===== config.mk =====
export PLATFORM = sky130hd
export DESIGN_NAME = nmea_sentence_filter_unit_flat
export DESIGN_NICKNAME = d
export VERILOG_FILES = /design/src/hdl/nsf_pkg.sv /design/src/hdl/nsf_in_if.sv /design/src/hdl/nsf_out_if.sv /design/src/hdl/nmea_sentence_filter_unit.sv /design/src/hdl/nsf_core.sv /design/src/flat_wrapper.sv
export SDC_FILE = /design/constraint.sdc
export NUM_CORES = 1
export LEC_CHECK = 0
export ABC_AREA = 1
export BUFFER_PORTS_ARGS = -buffer_cell sky130_fd_sc_hd__clkbuf_2
export CORE_ASPECT_RATIO = 1.75
export CORE_UTILIZATION = 49
export CTS_BUF_LIST = sky130_fd_sc_hd__clkbuf_16
export CTS_CLUSTER_SIZE = 40
export DETAILED_ROUTE_END_ITERATION = 8
export PLACE_DENSITY = 0.78
export SLEW_MARGIN = 20
export SYNTH_ARGS = -nofsm -noshare
export SYNTH_HDL_FRONTEND = slang
export SYNTH_SLANG_ARGS = --single-unit
export TNS_END_PERCENT = 100

===== constraint.sdc =====
create_clock -name clk -period 5.4 [get_ports clk]
set_input_delay 0.81 -clock clk [delete_from_list [all_inputs] [get_ports clk]]
set_output_delay 0.81 -clock clk [all_outputs]
set_load 0.02 [all_outputs]

===== src/hdl/nsf_pkg.sv =====
package nsf_pkg;

  typedef enum logic [2:0] {
    PH_WAIT,
    PH_DOLLAR,
    PH_G,
    PH_GP,
    PH_GGA,
    PH_VTG,
    PH_PM,
    PH_PMTK
  } phase_t;

  localparam logic [1:0] KIND_GGA  = 2'd0;
  localparam logic [1:0] KIND_VTG  = 2'd1;
  localparam logic [1:0] KIND_PMTK = 2'd2;

  localparam logic [7:0] CH_DOLLAR = 8'h24;
  localparam logic [7:0] CH_G      = 8'h47;
  localparam logic [7:0] CH_P      = 8'h50;
  localparam logic [7:0] CH_V      = 8'h56;
  localparam logic [7:0] CH_M      = 8'h4D;
  localparam logic [7:0] CH_T      = 8'h54;
  localparam logic [7:0] CH_K      = 8'h4B;
  localparam logic [7:0] CH_A      = 8'h41;

  typedef struct packed {
    logic        store_valid;
    logic [6:0]  store_index;
    logic [7:0]  store_data;
    logic        done_valid;
    logic [1:0]  done_kind;
    logic [7:0]  done_length;
    logic [15:0] gga_count;
    logic [15:0] vtg_count;
  } result_t;

endpackage


===== src/hdl/nsf_in_if.sv =====
interface nsf_in_if;
  logic       valid;
  logic       ready;
  logic [7:0] rx_byte;
  logic       rx_error;

  modport source (output valid, output rx_byte, output rx_error, input ready);
  modport sink   (input valid, input rx_byte, input rx_error, output ready);
endinterface


===== src/hdl/nsf_out_if.sv =====
interface nsf_out_if;
  logic        valid;
  logic        ready;
  logic        store_valid;
  logic [6:0]  store_index;
  logic [7:0]  store_data;
  logic        done_valid;
  logic [1:0]  done_kind;
  logic [7:0]  done_length;
  logic [15:0] gga_count;
  logic [15:0] vtg_count;

  modport source (
    output valid, output store_valid, output store_index, output store_data,
    output done_valid, output done_kind, output done_length,
    output gga_count, output vtg_count, input ready
  );
  modport sink (
    input valid, input store_valid, input store_index, input store_data,
    input done_valid, input done_kind, input done_length,
    input gga_count, input vtg_count, output ready
  );
endinterface


===== src/hdl/nmea_sentence_filter_unit.sv =====
// Each byte is captured in the input register; its result is then registered in the result register.
// Throughput: one byte per cycle while the result is not stalled; the header parser and counters update together.
// With the result stalled, one further byte is held in the input register.
// Reset (synchronous, rst_n low): parser waits for '$', position, error flag and
// both sentence counters clear, both registers empty.
module nmea_sentence_filter_unit #(
  parameter int MAX_LEN = 128
) (
  input  logic     clk,
  input  logic     rst_n,
  nsf_in_if.sink   in_ch,
  nsf_out_if.source out_ch
);

  logic             s1_valid_r;
  logic [7:0]       s1_byte_r;
  logic             s1_err_r;
  logic             out_valid_r;
  nsf_pkg::result_t res_r;
  nsf_pkg::result_t res;
  logic             advance;

  assign advance     = s1_valid_r && (!out_valid_r || out_ch.ready);
  assign in_ch.ready = !s1_valid_r || advance;

  nsf_core #(.MAX_LEN(MAX_LEN)) u_core (
    .clk      (clk),
    .rst_n    (rst_n),
    .step     (advance),
    .rx_byte  (s1_byte_r),
    .rx_error (s1_err_r),
    .res      (res)
  );

  always_ff @(posedge clk) begin
    if (!rst_n) begin
      s1_valid_r  <= 1'b0;
      out_valid_r <= 1'b0;
    end else begin
      if (in_ch.ready) s1_valid_r <= in_ch.valid;
      if (advance) out_valid_r <= 1'b1;
      else if (out_ch.ready) out_valid_r <= 1'b0;
    end
  end

  always_ff @(posedge clk) begin
    if (in_ch.valid && in_ch.ready) begin
      s1_byte_r <= in_ch.rx_byte;
      s1_err_r  <= in_ch.rx_error;
    end
    if (advance) res_r <= res;
  end

  assign out_ch.valid       = out_valid_r;
  assign out_ch.store_valid = res_r.store_valid;
  assign out_ch.store_index = res_r.store_index;
  assign out_ch.store_data  = res_r.store_data;
  assign out_ch.done_valid  = res_r.done_valid;
  assign out_ch.done_kind   = res_r.done_kind;
  assign out_ch.done_length = res_r.done_length;
  assign out_ch.gga_count   = res_r.gga_count;
  assign out_ch.vtg_count   = res_r.vtg_count;

endmodule


===== src/hdl/nsf_core.sv =====
module nsf_core #(
  parameter int MAX_LEN = 128
) (
  input  logic                clk,
  input  logic                rst_n,
  input  logic                step,
  input  logic [7:0]          rx_byte,
  input  logic                rx_error,
  output nsf_pkg::result_t    res
);

  localparam int POS_W = $clog2(MAX_LEN);

  nsf_pkg::phase_t  phase_r, phase_nxt;
  logic [POS_W-1:0] pos_r, pos_nxt;
  logic             bad_r, bad_nxt;
  logic [15:0]      gga_r, gga_nxt;
  logic [15:0]      vtg_r, vtg_nxt;

  logic [POS_W:0]   n;
  logic             hdr_end;
  logic [7:0]       want;
  logic [31:0]      put_wide;
  logic [31:0]      len_wide;

  assign n        = {1'b0, pos_r} + (POS_W+1)'(1);
  assign hdr_end  = n > (POS_W+1)'(5);
  assign want     = (phase_r == nsf_pkg::PH_GGA)
                    ? ((n == (POS_W+1)'(4)) ? nsf_pkg::CH_G : nsf_pkg::CH_A)
                    : ((n == (POS_W+1)'(4)) ? nsf_pkg::CH_T : nsf_pkg::CH_G);
  assign len_wide = 32'(pos_r) + 32'd1;

  always_comb begin
    phase_nxt = phase_r;
    if (!rx_error) begin
      unique case (phase_r)
        nsf_pkg::PH_WAIT: begin
          if (rx_byte == nsf_pkg::CH_DOLLAR) phase_nxt = nsf_pkg::PH_DOLLAR;
        end
        nsf_pkg::PH_DOLLAR: begin
          priority if (rx_byte == nsf_pkg::CH_DOLLAR) phase_nxt = nsf_pkg::PH_DOLLAR;
          else if (rx_byte == nsf_pkg::CH_G) phase_nxt = nsf_pkg::PH_G;
          else if (rx_byte == nsf_pkg::CH_P) phase_nxt = nsf_pkg::PH_PM;
          else phase_nxt = nsf_pkg::PH_WAIT;
        end
        nsf_pkg::PH_G: begin
          priority if (rx_byte == nsf_pkg::CH_DOLLAR) phase_nxt = nsf_pkg::PH_DOLLAR;
          else if (rx_byte == nsf_pkg::CH_P) phase_nxt = nsf_pkg::PH_GP;
          else phase_nxt = nsf_pkg::PH_WAIT;
        end
        nsf_pkg::PH_GP: begin
          priority if (rx_byte == nsf_pkg::CH_DOLLAR) phase_nxt = nsf_pkg::PH_DOLLAR;
          else if (rx_byte == nsf_pkg::CH_G) phase_nxt = nsf_pkg::PH_GGA;
          else if (rx_byte == nsf_pkg::CH_V) phase_nxt = nsf_pkg::PH_VTG;
          else phase_nxt = nsf_pkg::PH_WAIT;
        end
        nsf_pkg::PH_PM: begin
          priority if (n == (POS_W+1)'(2) && rx_byte == nsf_pkg::CH_M) phase_nxt = phase_r;
          else if (n == (POS_W+1)'(3) && rx_byte == nsf_pkg::CH_T) phase_nxt = phase_r;
          else if (n == (POS_W+1)'(4) && rx_byte == nsf_pkg::CH_K)
            phase_nxt = nsf_pkg::PH_PMTK;
          else phase_nxt = nsf_pkg::PH_WAIT;
        end
        nsf_pkg::PH_GGA, nsf_pkg::PH_VTG: begin
          priority if (hdr_end) begin
            if (rx_byte == nsf_pkg::CH_DOLLAR) phase_nxt = nsf_pkg::PH_DOLLAR;
          end else if (rx_byte != want) begin
            phase_nxt = nsf_pkg::PH_WAIT;
          end else begin
            phase_nxt = phase_r;
          end
        end
        nsf_pkg::PH_PMTK: begin
          if (rx_byte == nsf_pkg::CH_DOLLAR) phase_nxt = nsf_pkg::PH_DOLLAR;
        end
        default: phase_nxt = nsf_pkg::PH_WAIT;
      endcase
    end
  end

  always_comb begin
    logic             start;
    logic             put;
    logic             body;
    logic             commit;
    logic [1:0]       kind;
    logic [POS_W-1:0] put_idx;
    start   = 1'b0;
    put     = 1'b0;
    body    = 1'b0;
    commit  = 1'b0;
    kind    = nsf_pkg::KIND_PMTK;
    put_idx = n[POS_W-1:0];
    if (!rx_error) begin
      unique case (phase_r)
        nsf_pkg::PH_WAIT: start = (rx_byte == nsf_pkg::CH_DOLLAR);
        nsf_pkg::PH_DOLLAR: begin
          start   = (rx_byte == nsf_pkg::CH_DOLLAR);
          put     = (rx_byte == nsf_pkg::CH_G) || (rx_byte == nsf_pkg::CH_P);
          put_idx = POS_W'(1);
        end
        nsf_pkg::PH_G: begin
          start   = (rx_byte == nsf_pkg::CH_DOLLAR);
          put     = (rx_byte == nsf_pkg::CH_P);
          put_idx = POS_W'(2);
        end
        nsf_pkg::PH_GP: begin
          start   = (rx_byte == nsf_pkg::CH_DOLLAR);
          put     = (rx_byte == nsf_pkg::CH_G) || (rx_byte == nsf_pkg::CH_V);
          put_idx = POS_W'(3);
        end
        nsf_pkg::PH_PM: begin
          put = (n == (POS_W+1)'(2) && rx_byte == nsf_pkg::CH_M)
             || (n == (POS_W+1)'(3) && rx_byte == nsf_pkg::CH_T)
             || (n == (POS_W+1)'(4) && rx_byte == nsf_pkg::CH_K);
        end
        nsf_pkg::PH_GGA, nsf_pkg::PH_VTG: begin
          kind = (phase_r == nsf_pkg::PH_GGA) ? nsf_pkg::KIND_GGA : nsf_pkg::KIND_VTG;
          if (hdr_end) body = 1'b1;
          else put = (rx_byte == want);
        end
        nsf_pkg::PH_PMTK: body = 1'b1;
        default: start = 1'b0;
      endcase
      if (body) begin
        if (rx_byte == nsf_pkg::CH_DOLLAR) begin
          start  = 1'b1;
          commit = !bad_r;
        end else begin
          put = n < (POS_W+1)'(MAX_LEN);
        end
      end
    end

    pos_nxt = pos_r;
    bad_nxt = bad_r | rx_error;
    gga_nxt = gga_r;
    vtg_nxt = vtg_r;
    res     = '0;
    if (start) begin
      pos_nxt         = '0;
      bad_nxt         = 1'b0;
      res.store_valid = 1'b1;
      res.store_data  = rx_byte;
    end else if (put) begin
      pos_nxt         = put_idx;
      res.store_valid = 1'b1;
      res.store_data  = rx_byte;
    end
    put_wide        = start ? 32'd0 : 32'(put_idx);
    res.store_index = res.store_valid ? put_wide[6:0] : 7'd0;
    if (commit) begin
      res.done_valid  = 1'b1;
      res.done_kind   = kind;
      res.done_length = len_wide[7:0];
      if (kind == nsf_pkg::KIND_GGA) gga_nxt = gga_r + 16'd1;
      if (kind == nsf_pkg::KIND_VTG) vtg_nxt = vtg_r + 16'd1;
    end
    res.gga_count = gga_nxt;
    res.vtg_count = vtg_nxt;
  end

  always_ff @(posedge clk) begin
    if (!rst_n) begin
      phase_r <= nsf_pkg::PH_WAIT;
      pos_r   <= '0;
      bad_r   <= 1'b0;
      gga_r   <= '0;
      vtg_r   <= '0;
    end else if (step) begin
      phase_r <= phase_nxt;
      pos_r   <= pos_nxt;
      bad_r   <= bad_nxt;
      gga_r   <= gga_nxt;
      vtg_r   <= vtg_nxt;
    end
  end

endmodule


===== src/flat_wrapper.sv =====
// flat-port wrapper written by rule: the top's interface ports become plain ports
module nmea_sentence_filter_unit_flat 
#(
  parameter int MAX_LEN = 128
)
  (clk, rst_n, in_ch_valid, in_ch_rx_byte, in_ch_rx_error, in_ch_ready, out_ch_valid, out_ch_store_valid, out_ch_store_index, out_ch_store_data, out_ch_done_valid, out_ch_done_kind, out_ch_done_length, out_ch_gga_count, out_ch_vtg_count, out_ch_ready);
  nsf_in_if in_ch_i ();
  nsf_out_if out_ch_i ();
  input  logic clk;
  input  logic rst_n;
  input wire logic [$bits(in_ch_i.valid)-1:0] in_ch_valid;
  input wire logic [$bits(in_ch_i.rx_byte)-1:0] in_ch_rx_byte;
  input wire logic [$bits(in_ch_i.rx_error)-1:0] in_ch_rx_error;
  output wire logic [$bits(in_ch_i.ready)-1:0] in_ch_ready;
  output wire logic [$bits(out_ch_i.valid)-1:0] out_ch_valid;
  output wire logic [$bits(out_ch_i.store_valid)-1:0] out_ch_store_valid;
  output wire logic [$bits(out_ch_i.store_index)-1:0] out_ch_store_index;
  output wire logic [$bits(out_ch_i.store_data)-1:0] out_ch_store_data;
  output wire logic [$bits(out_ch_i.done_valid)-1:0] out_ch_done_valid;
  output wire logic [$bits(out_ch_i.done_kind)-1:0] out_ch_done_kind;
  output wire logic [$bits(out_ch_i.done_length)-1:0] out_ch_done_length;
  output wire logic [$bits(out_ch_i.gga_count)-1:0] out_ch_gga_count;
  output wire logic [$bits(out_ch_i.vtg_count)-1:0] out_ch_vtg_count;
  input wire logic [$bits(out_ch_i.ready)-1:0] out_ch_ready;
  assign in_ch_i.valid = in_ch_valid;
  assign in_ch_i.rx_byte = in_ch_rx_byte;
  assign in_ch_i.rx_error = in_ch_rx_error;
  assign in_ch_ready = in_ch_i.ready;
  assign out_ch_valid = out_ch_i.valid;
  assign out_ch_store_valid = out_ch_i.store_valid;
  assign out_ch_store_index = out_ch_i.store_index;
  assign out_ch_store_data = out_ch_i.store_data;
  assign out_ch_done_valid = out_ch_i.done_valid;
  assign out_ch_done_kind = out_ch_i.done_kind;
  assign out_ch_done_length = out_ch_i.done_length;
  assign out_ch_gga_count = out_ch_i.gga_count;
  assign out_ch_vtg_count = out_ch_i.vtg_count;
  assign out_ch_i.ready = out_ch_ready;
  nmea_sentence_filter_unit #(.MAX_LEN(MAX_LEN)) u_core (.clk(clk), .rst_n(rst_n), .in_ch(in_ch_i), .out_ch(out_ch_i));
endmodule

==> metrics.txt, run 1 <==
drt drc=7; commonest cells after routing, fill and taps aside=inv_1 (124), nand2_1 (117), nor2_1 (80); initial antenna violation count=0; Post-Place Cell Area=approximately 0.0063 mm²; share of power burned in registers=42.0%; Core Region=between 0.01 and 0.015 mm²; Post-synth EDFFs=just under 70; max cap viols=0; CTS tree=done; via count=about 5,000; maximum vdd drop=roughly 0.00023 V; Post-CTS Setup Bufs=0; cells on worst reg2reg path=21; async set or reset register ratio after synthesis=0%; # IOs=74; Synth Area in XOR/XNOR=under 10%; clk_skew=between 0.007 and 0.008 ns; Starting Density=a little over 50%; Rel. slew slack=36.3%; area delta synth->final=18.4%; ANT cells=0; first-pass GRT wire length=about 22 mm; post-synthesis sequential area ratio=50.1%; Lkg Pwr=a little over 3 nW; Reg2Reg Setup Slack=~1.5 ns; Placer Congestion=around 0.97; CTS buffer count=17; largest family of logic cells by synthesized area=simple AND/OR/NAND/NOR gates; half-perimeter wire length after placement=between 9 and 10 mm; share of cells above drive strength 1=roughly 18%; H-Tree Depth=4; Pre-antenna DRT Iters=7; Final ANT Viol Nets=0; run status=finished with violations; Final Cell Area=between 0.006 and 0.007 mm²; adder-cell share of the synthesized area=under 10%; Mapped Area=0.00588 mm²; post-CTS resize count=0; complex-gate fraction of the synthesized area=between 10 and 15%; die area=roughly 0.012 mm²; most frequent CP cell=nand2_1; clock share of power=50.3%; Finish-stage setup viols=0; crit path from=u_core.u_core.pos_r[0]; GRT overflow=0; Slowest-stage cell, CP=nor4_1; worst endpoint required time=~5.6 ns; Sw Ratio=between 20% and 30%; worst-margin pin slew=0.953 ns; Tightest Hold Check Type=register to register; clk sink count=between 100 and 150; crit-path cells=ha_1 -> nand3_1 -> nand2_1 -> nand2_1 -> inv_1 -> nand2_1 -> nor4_1 -> inv_1 -> ha_1 -> o21ai_0 -> nor2_1 -> nand2_1 -> nor2_1 -> nand3_1 -> nand2_1 -> nor2_1 -> nand2_1 -> nand2_2 -> inv_1 -> nand2_1 -> nand2_1; row count=52; Layout Nets=815; WP data arrival=4.02 ns; largest net degree at the start of global routing=64; final worst path period share=71.7%; Comb power frac=7.7%; Die Width=between 80 and 90 µm; PortBufs=73; Crit. End Element=register; simple-gate share of the synthesized area=between 20% and 30%; Die H=around 150 µm; clock buffer depth=2; Pwr Density=~340 mW/mm²; Fin. Hold Viols=0; startpoint types=register; Hold-fix buffers, CTS=0; total wire length=between 10 and 15 mm; RSZ-0062 raised after global routing=false; vias in the first global route=4,755; multiplexer share of the synthesized area=0%; FF-to-FF End=u_core.out_ch.store_data[2]; vias per inst=roughly 5.3; Critical Path Max Stage Delay=between 0.5 and 0.6 ns; CTS root buf=clkbuf_16; clk_lat worst skew=around 0.41 ns; clk slew on worst S/H paths=roughly 0.050 ns; Internal=1.82 mW; Net Count, Synth=between 700 and 800; critical path type=register to register; FF+latch count, synth=approximately 110; Yosys cell types=36; crit path capture=u_core.out_ch.store_data[2]; synthesis warning total=0; highest clock rate=0.258 GHz; Setup TNS=0 ns; Top FF cell, synth=edfxtp_1; NetSw=0.537 mW; failing checks=DRC; max-slew violations=0; Synth Area per Inst=8.21 µm²; fin crit period=roughly 3.9 ns; GRT Overall Usage=a little under a quarter; average wire per standard cell=14.3 µm; cells after synthesis=between 700 and 800; FF-to-FF Start=u_core.u_core.pos_r[0]; CP Max Fanout=16; DRT iter0 DRCs=roughly 350; most common cell after layout, fill and taps aside=inv_1
## registers in the layout, indices dropped and copies added (netlist names)
name,flops
u_core.out_ch.gga_count,16
u_core.out_ch.vtg_count,16
u_core.u_core.gga_r,16
u_core.u_core.vtg_r,16
u_core.out_ch.done_length,8
u_core.out_ch.store_data,8
u_core.s1_byte_r,8
u_core.out_ch.store_index,7
u_core.u_core.pos_r,7
u_core.u_core.phase_r,3
u_core.out_ch.done_kind,2
u_core.out_ch.done_valid,1
u_core.out_ch.store_valid,1
u_core.out_ch.valid,1
u_core.s1_err_r,1
u_core.s1_valid_r,1
u_core.u_core.bad_r,1
## per-layer routing
layer  global-route usage [%]  routed length [µm]
met1                     23.3                4940
met2                     42.1                7340
met3                     4.72                 513
met4                     12.9                 603
met5                        0                   0
## worst max-delay path, delay by kind of cell (launching register included)
kind	cells	cell delay (ns)
AND/OR/NAND/NOR	15	1.89
adder cells (fa/ha/maj)	2	0.62
flip-flops	1	0.50
buffers and inverters	3	0.43
AO/OA/AOI/OAI	1	0.18
## power by group through the flow
stage	logic [mW]	registers, mW	clock network [mW]
3_3_place_gp	0.176	1.01	0
5_1_grt	0.202	0.996	1.24
4_1_cts	0.182	0.992	1.20
3_5_place_dp	0.180	1.01	0
2_1_floorplan	0.103	1.03	0
6_report	0.181	0.992	1.19
## cells by family (layout without fill, tap and decap cells)
kind of cell,Yosys count,after routing
DFF,113,113
buffers and inverters,144,233
and+or+nand+nor,312,312
AOI/OAI and AO/OA,118,118
adders and majority gates,10,10
xor gates and xnor gates,19,19
## cell type report
| type | instances | area, µm² |
|---|---|---|
| Sequential cell | 113 | 2940 |
| Clock inverter | 15 | 200 |
| Inverter | 123 | 462 |
| Tap cell | 135 | 169 |
| Fill cell | 1023 | 4690 |
| Clock buffer | 17 | 425 |
| Multi-Input combinational cell | 459 | 2360 |
| Timing Repair Buffer | 78 | 403 |
## Yosys cell counts (8+ instances only)
master      n  share of area [%]
nor3_1     22                1.9
clkbuf_1   13               0.83
nand4_1    10                1.1
a21oi_1    48                4.1
xor2_1     18                2.7
nand2_2    15                1.6
o21ai_2    16                2.4
nor4_1      8               0.85
nand2_1   118                7.5
inv_1     122                7.8
o21ai_0    38                3.2
o21ai_1     9               0.77
nand3_1    47                4.0
nor2_1     80                5.1
edfxtp_1   68                 35
ha_1       10                2.1
dfxtp_1    45                 15
## worst min path at each step
stage	slack (ns)	depth (start not counted)	start	to
floorplan	0.46	2	u_core.u_core.pos_r[6]	u_core.u_core.pos_r[6]
global placement	0.49	2	u_core.u_core.pos_r[4]	u_core.u_core.pos_r[4]
detailed placement	0.49	2	u_core.u_core.pos_r[6]	u_core.u_core.pos_r[6]
CTS	0.50	2	u_core.u_core.pos_r[6]	u_core.u_core.pos_r[6]
global route	0.55	2	u_core.u_core.pos_r[6]	u_core.u_core.pos_r[6]
finish	0.50	2	u_core.u_core.pos_r[6]	u_core.u_core.pos_r[6]
## stage by stage
step	total power, mW	worst slack, ns	hold WS [ns]	utilization (%)	instances
global placement	1.18	1.76	0.489	54.4	908
finish	2.36	1.53	0.503	59.8	940
global route	2.44	1.06	0.547	59.8	940
detailed placement	1.19	1.65	0.493	54.4	908
CTS	2.37	1.58	0.501	59.8	940
floorplan	1.13	1.80	0.463	-	716
Power figures use the tool's default switching activity.
==> inputs of run 2 (changes only) <==
--- a/config.mk
+++ b/config.mk
@@ -5,7 +5,7 @@
 export SDC_FILE = /design/constraint.sdc
 export NUM_CORES = 1
 export LEC_CHECK = 0
-export ABC_AREA = 1
+export ABC_AREA = 0
 export BUFFER_PORTS_ARGS = -buffer_cell sky130_fd_sc_hd__clkbuf_2
 export CORE_ASPECT_RATIO = 1.75
 export CORE_UTILIZATION = 49
==> constraint.sdc (replaced) <==
create_clock -name clk -period 4 [get_ports clk]
set_input_delay 0.6 -clock clk [delete_from_list [all_inputs] [get_ports clk]]
set_output_delay 0.6 -clock clk [all_outputs]
set_load 0.02 [all_outputs]
==> run 2 against run 1 <==
Effect of this change: the flow now finishes without violations; utilization shrank 0.59 points; via count shrank 18%; non-clock buffer count grew 7; wire length shrank 9.2%; flip-flop and latch count is the same; global-route usage shrank 1.4 points; die area shrank 4.3%; synthesized cell count shrank 28%; critical path depth shrank 5; fmax grew 3.1%.
==> metrics.txt, run 2 <==
# IOs=74; die area=0.0119 mm²; multiplexer share of the synthesized area=less than 1%; largest net degree at the start of global routing=37; GRT overflow=0; cells after synthesis=roughly 510; Placed Cells incl. Taps=about 700; met3 track demand over resource=between 5 and 6%; half-perimeter wire length after placement=roughly 8.6 mm; fin crit period=3.76 ns; Die H=approximately 140 µm; Top Usage Layer GRT=met2; run status=complete, no violations; clk slew on worst S/H paths=0.06 ns; max-slew violations=0; Finish-stage setup viols=0; max cap viols=0; initial antenna violation count=0; Top FF cell, synth=edfxtp_1; Crit. End Element=register; total wire length=approximately 12 mm; async set or reset register ratio after synthesis=0%; WP data arrival=3.90 ns; H-Tree Depth=4; Placer Congestion=between 0.9 and 1; Die Width=between 80 and 90 µm; Core Region=0.0112 mm²; CTS buffer count=17; Synth area leaders=edfxtp_1 (36%), dfxtp_1 (16%), xnor2_1 (5.8%); PortBufs=73; Layout Nets=616; final worst path period share=between 90% and 100%; Hold-fix buffers, CTS=0; largest family of logic cells by synthesized area=simple AND/OR/NAND/NOR gates; fin util=roughly three fifths; Synth area leader=edfxtp_1; vias in the first global route=roughly 4,200; final hold slack=~0.37 ns; maximum vdd drop=~0.00035 V; ANT cells=0; Synth Area in XOR/XNOR=between 10% and 20%; via count=between 4,000 and 5,000; startpoint types=register; most common library cells after synthesis=edfxtp_1 (68), nor2_1 (68), dfxtp_1 (45); Fin. Hold Viols=0; final non-filler cell total=between 700 and 800; highest clock rate=~0.27 GHz; vias per inst=between 5 and 6; clk sink count=approximately 110; Rel. slew slack=about 60%; clk_skew=a little over 0.009 ns; share of cells above drive strength 1=a little under a quarter; clock buffer depth=2; Setup TNS=0 ns; adder-cell share of the synthesized area=between 2 and 2.5%; Tightest Hold Check Type=input pin to register; drt drc=0; GRT Overall Usage=approximately a fifth; synthesis warning total=0; Synth Area per Inst=11.0 µm²; Starting Density=50.3%; GR met2 Demand/Resource=40.3%; Reg2Reg Setup Slack=between 0.2 and 0.25 ns; CTS tree=done; Post-Place Cell Area=about 0.0061 mm²; post-synthesis sequential area ratio=a little over half; RSZ-0062 raised after global routing=false; complex-gate fraction of the synthesized area=roughly 8.4%; Pre-antenna DRT Iters=4; DRT iter0 DRCs=156; critical path type=register to register; CP Max Fanout=8; Pwr Density=425 mW/mm²; area delta synth->final=17.5%; top-area cell type share of the netlist area=between 30% and 40%; first-pass GRT wire length=19.8 mm; worst endpoint required time=roughly 4.2 ns; CTS root buf=clkbuf_16; met1 Usage GRT=a little over a fifth; row count=approximately 50; Final Cell Area=roughly 0.0066 mm²; most common cell after layout, fill and taps aside=clkbuf_2; worst-margin pin slew=about 0.60 ns; FF+latch count, synth=~110; clk_lat worst skew=between 0.4 and 0.5 ns; commonest cells after routing, fill and taps aside=clkbuf_2 (73), nor2_1 (68), edfxtp_1 (68); Net Count, Synth=about 540; Final ANT Viol Nets=0; Lkg Pwr=2.45 nW; Yosys cell types=75; average wire per standard cell=16.5 µm; Post-synth EDFFs=68; simple-gate share of the synthesized area=21.8%; Mapped Area=approximately 0.0056 mm²
[run 2: cell count changes in the layout (fill, tap and decap cells not counted), moves of 21 or more]
cell	before	now
o21ai_0	38	8
nand3_1	47	26
a21oi_1	48	14
nand2_1	117	35
xnor2_1	1	37
inv_1	124	18
[run 2: logic make-up after synthesis]
| family | count (synthesis) |
|---|---|
| adders and majority gates | 10 |
| and+or+nand+nor | 226 |
| buffers and inverters | 40 |
| AOI/OAI and AO/OA | 54 |
| xor gates and xnor gates | 67 |
| muxes | 2 |
| DFF | 113 |
[run 2: worst paths after layout]
path	startpoint	end	cells past startpoint
max	u_core.u_core.pos_r[1]	u_core.out_ch.store_index[4]	16
min	in_ch_rx_byte[5]	u_core.s1_byte_r[5]	1
max reg2reg	u_core.u_core.pos_r[1]	u_core.out_ch.store_index[4]	16
min reg2reg	u_core.u_core.bad_r	u_core.u_core.bad_r	2
[run 2: area by class of cell]
type                    count  area, µm²
well taps                 132        165
fillers                   934       4560
repair buffers             85        455
clock inverters            15        114
clock buffers              17        425
inverters                  17       63.8
flip-flops and latches    113       2940
multi-input cells         359       2440
[run 2: layer usage]
layer	wire, µm	vias to the layer above
li1	-	1989
met5	0	-
met4	389	0
met1	4540	1971
met2	6780	111
met3	459	35
[run 2: what timing repair did]
action,CTS,global route
endpoints found under the setup margin,0,16
resized for setup,0,2
buffers inserted,0,0
[run 2: per-stage QoR]
step / setup WS [ns] / total power [mW]
after floorplan: 0.488 / 1.40
after global placement: 0.242 / 1.45
after detailed placement: 0.150 / 1.45
after CTS: 0.132 / 2.83
after global routing: 0.0298 / 2.90
final: 0.245 / 2.81
[run 2: critical path, cell delays in order, from the launching register on]
cell      delay (ns)
dfxtp_1         0.37
ha_1            0.26
buf_4           0.17
nor3b_1         0.18
nand3_1         0.14
a311o_1         0.39
nor2_1          0.22
inv_1           0.07
ha_1            0.28
xnor2_1         0.12
nand3_1         0.09
nor3_1          0.04
o21a_1          0.24
o41ai_4         0.43
buf_4           0.22
nand2b_2        0.20
nor2_1          0.06
[run 2: where the power goes]
part / total, mW / switching (mW) / internal, mW
Clock: 1.38 / 0.494 / 0.887
Sequential: 1.29 / 0.0174 / 1.27
Combinational: 0.139 / 0.0982 / 0.0412
Total: 2.81 / 0.609 / 2.20
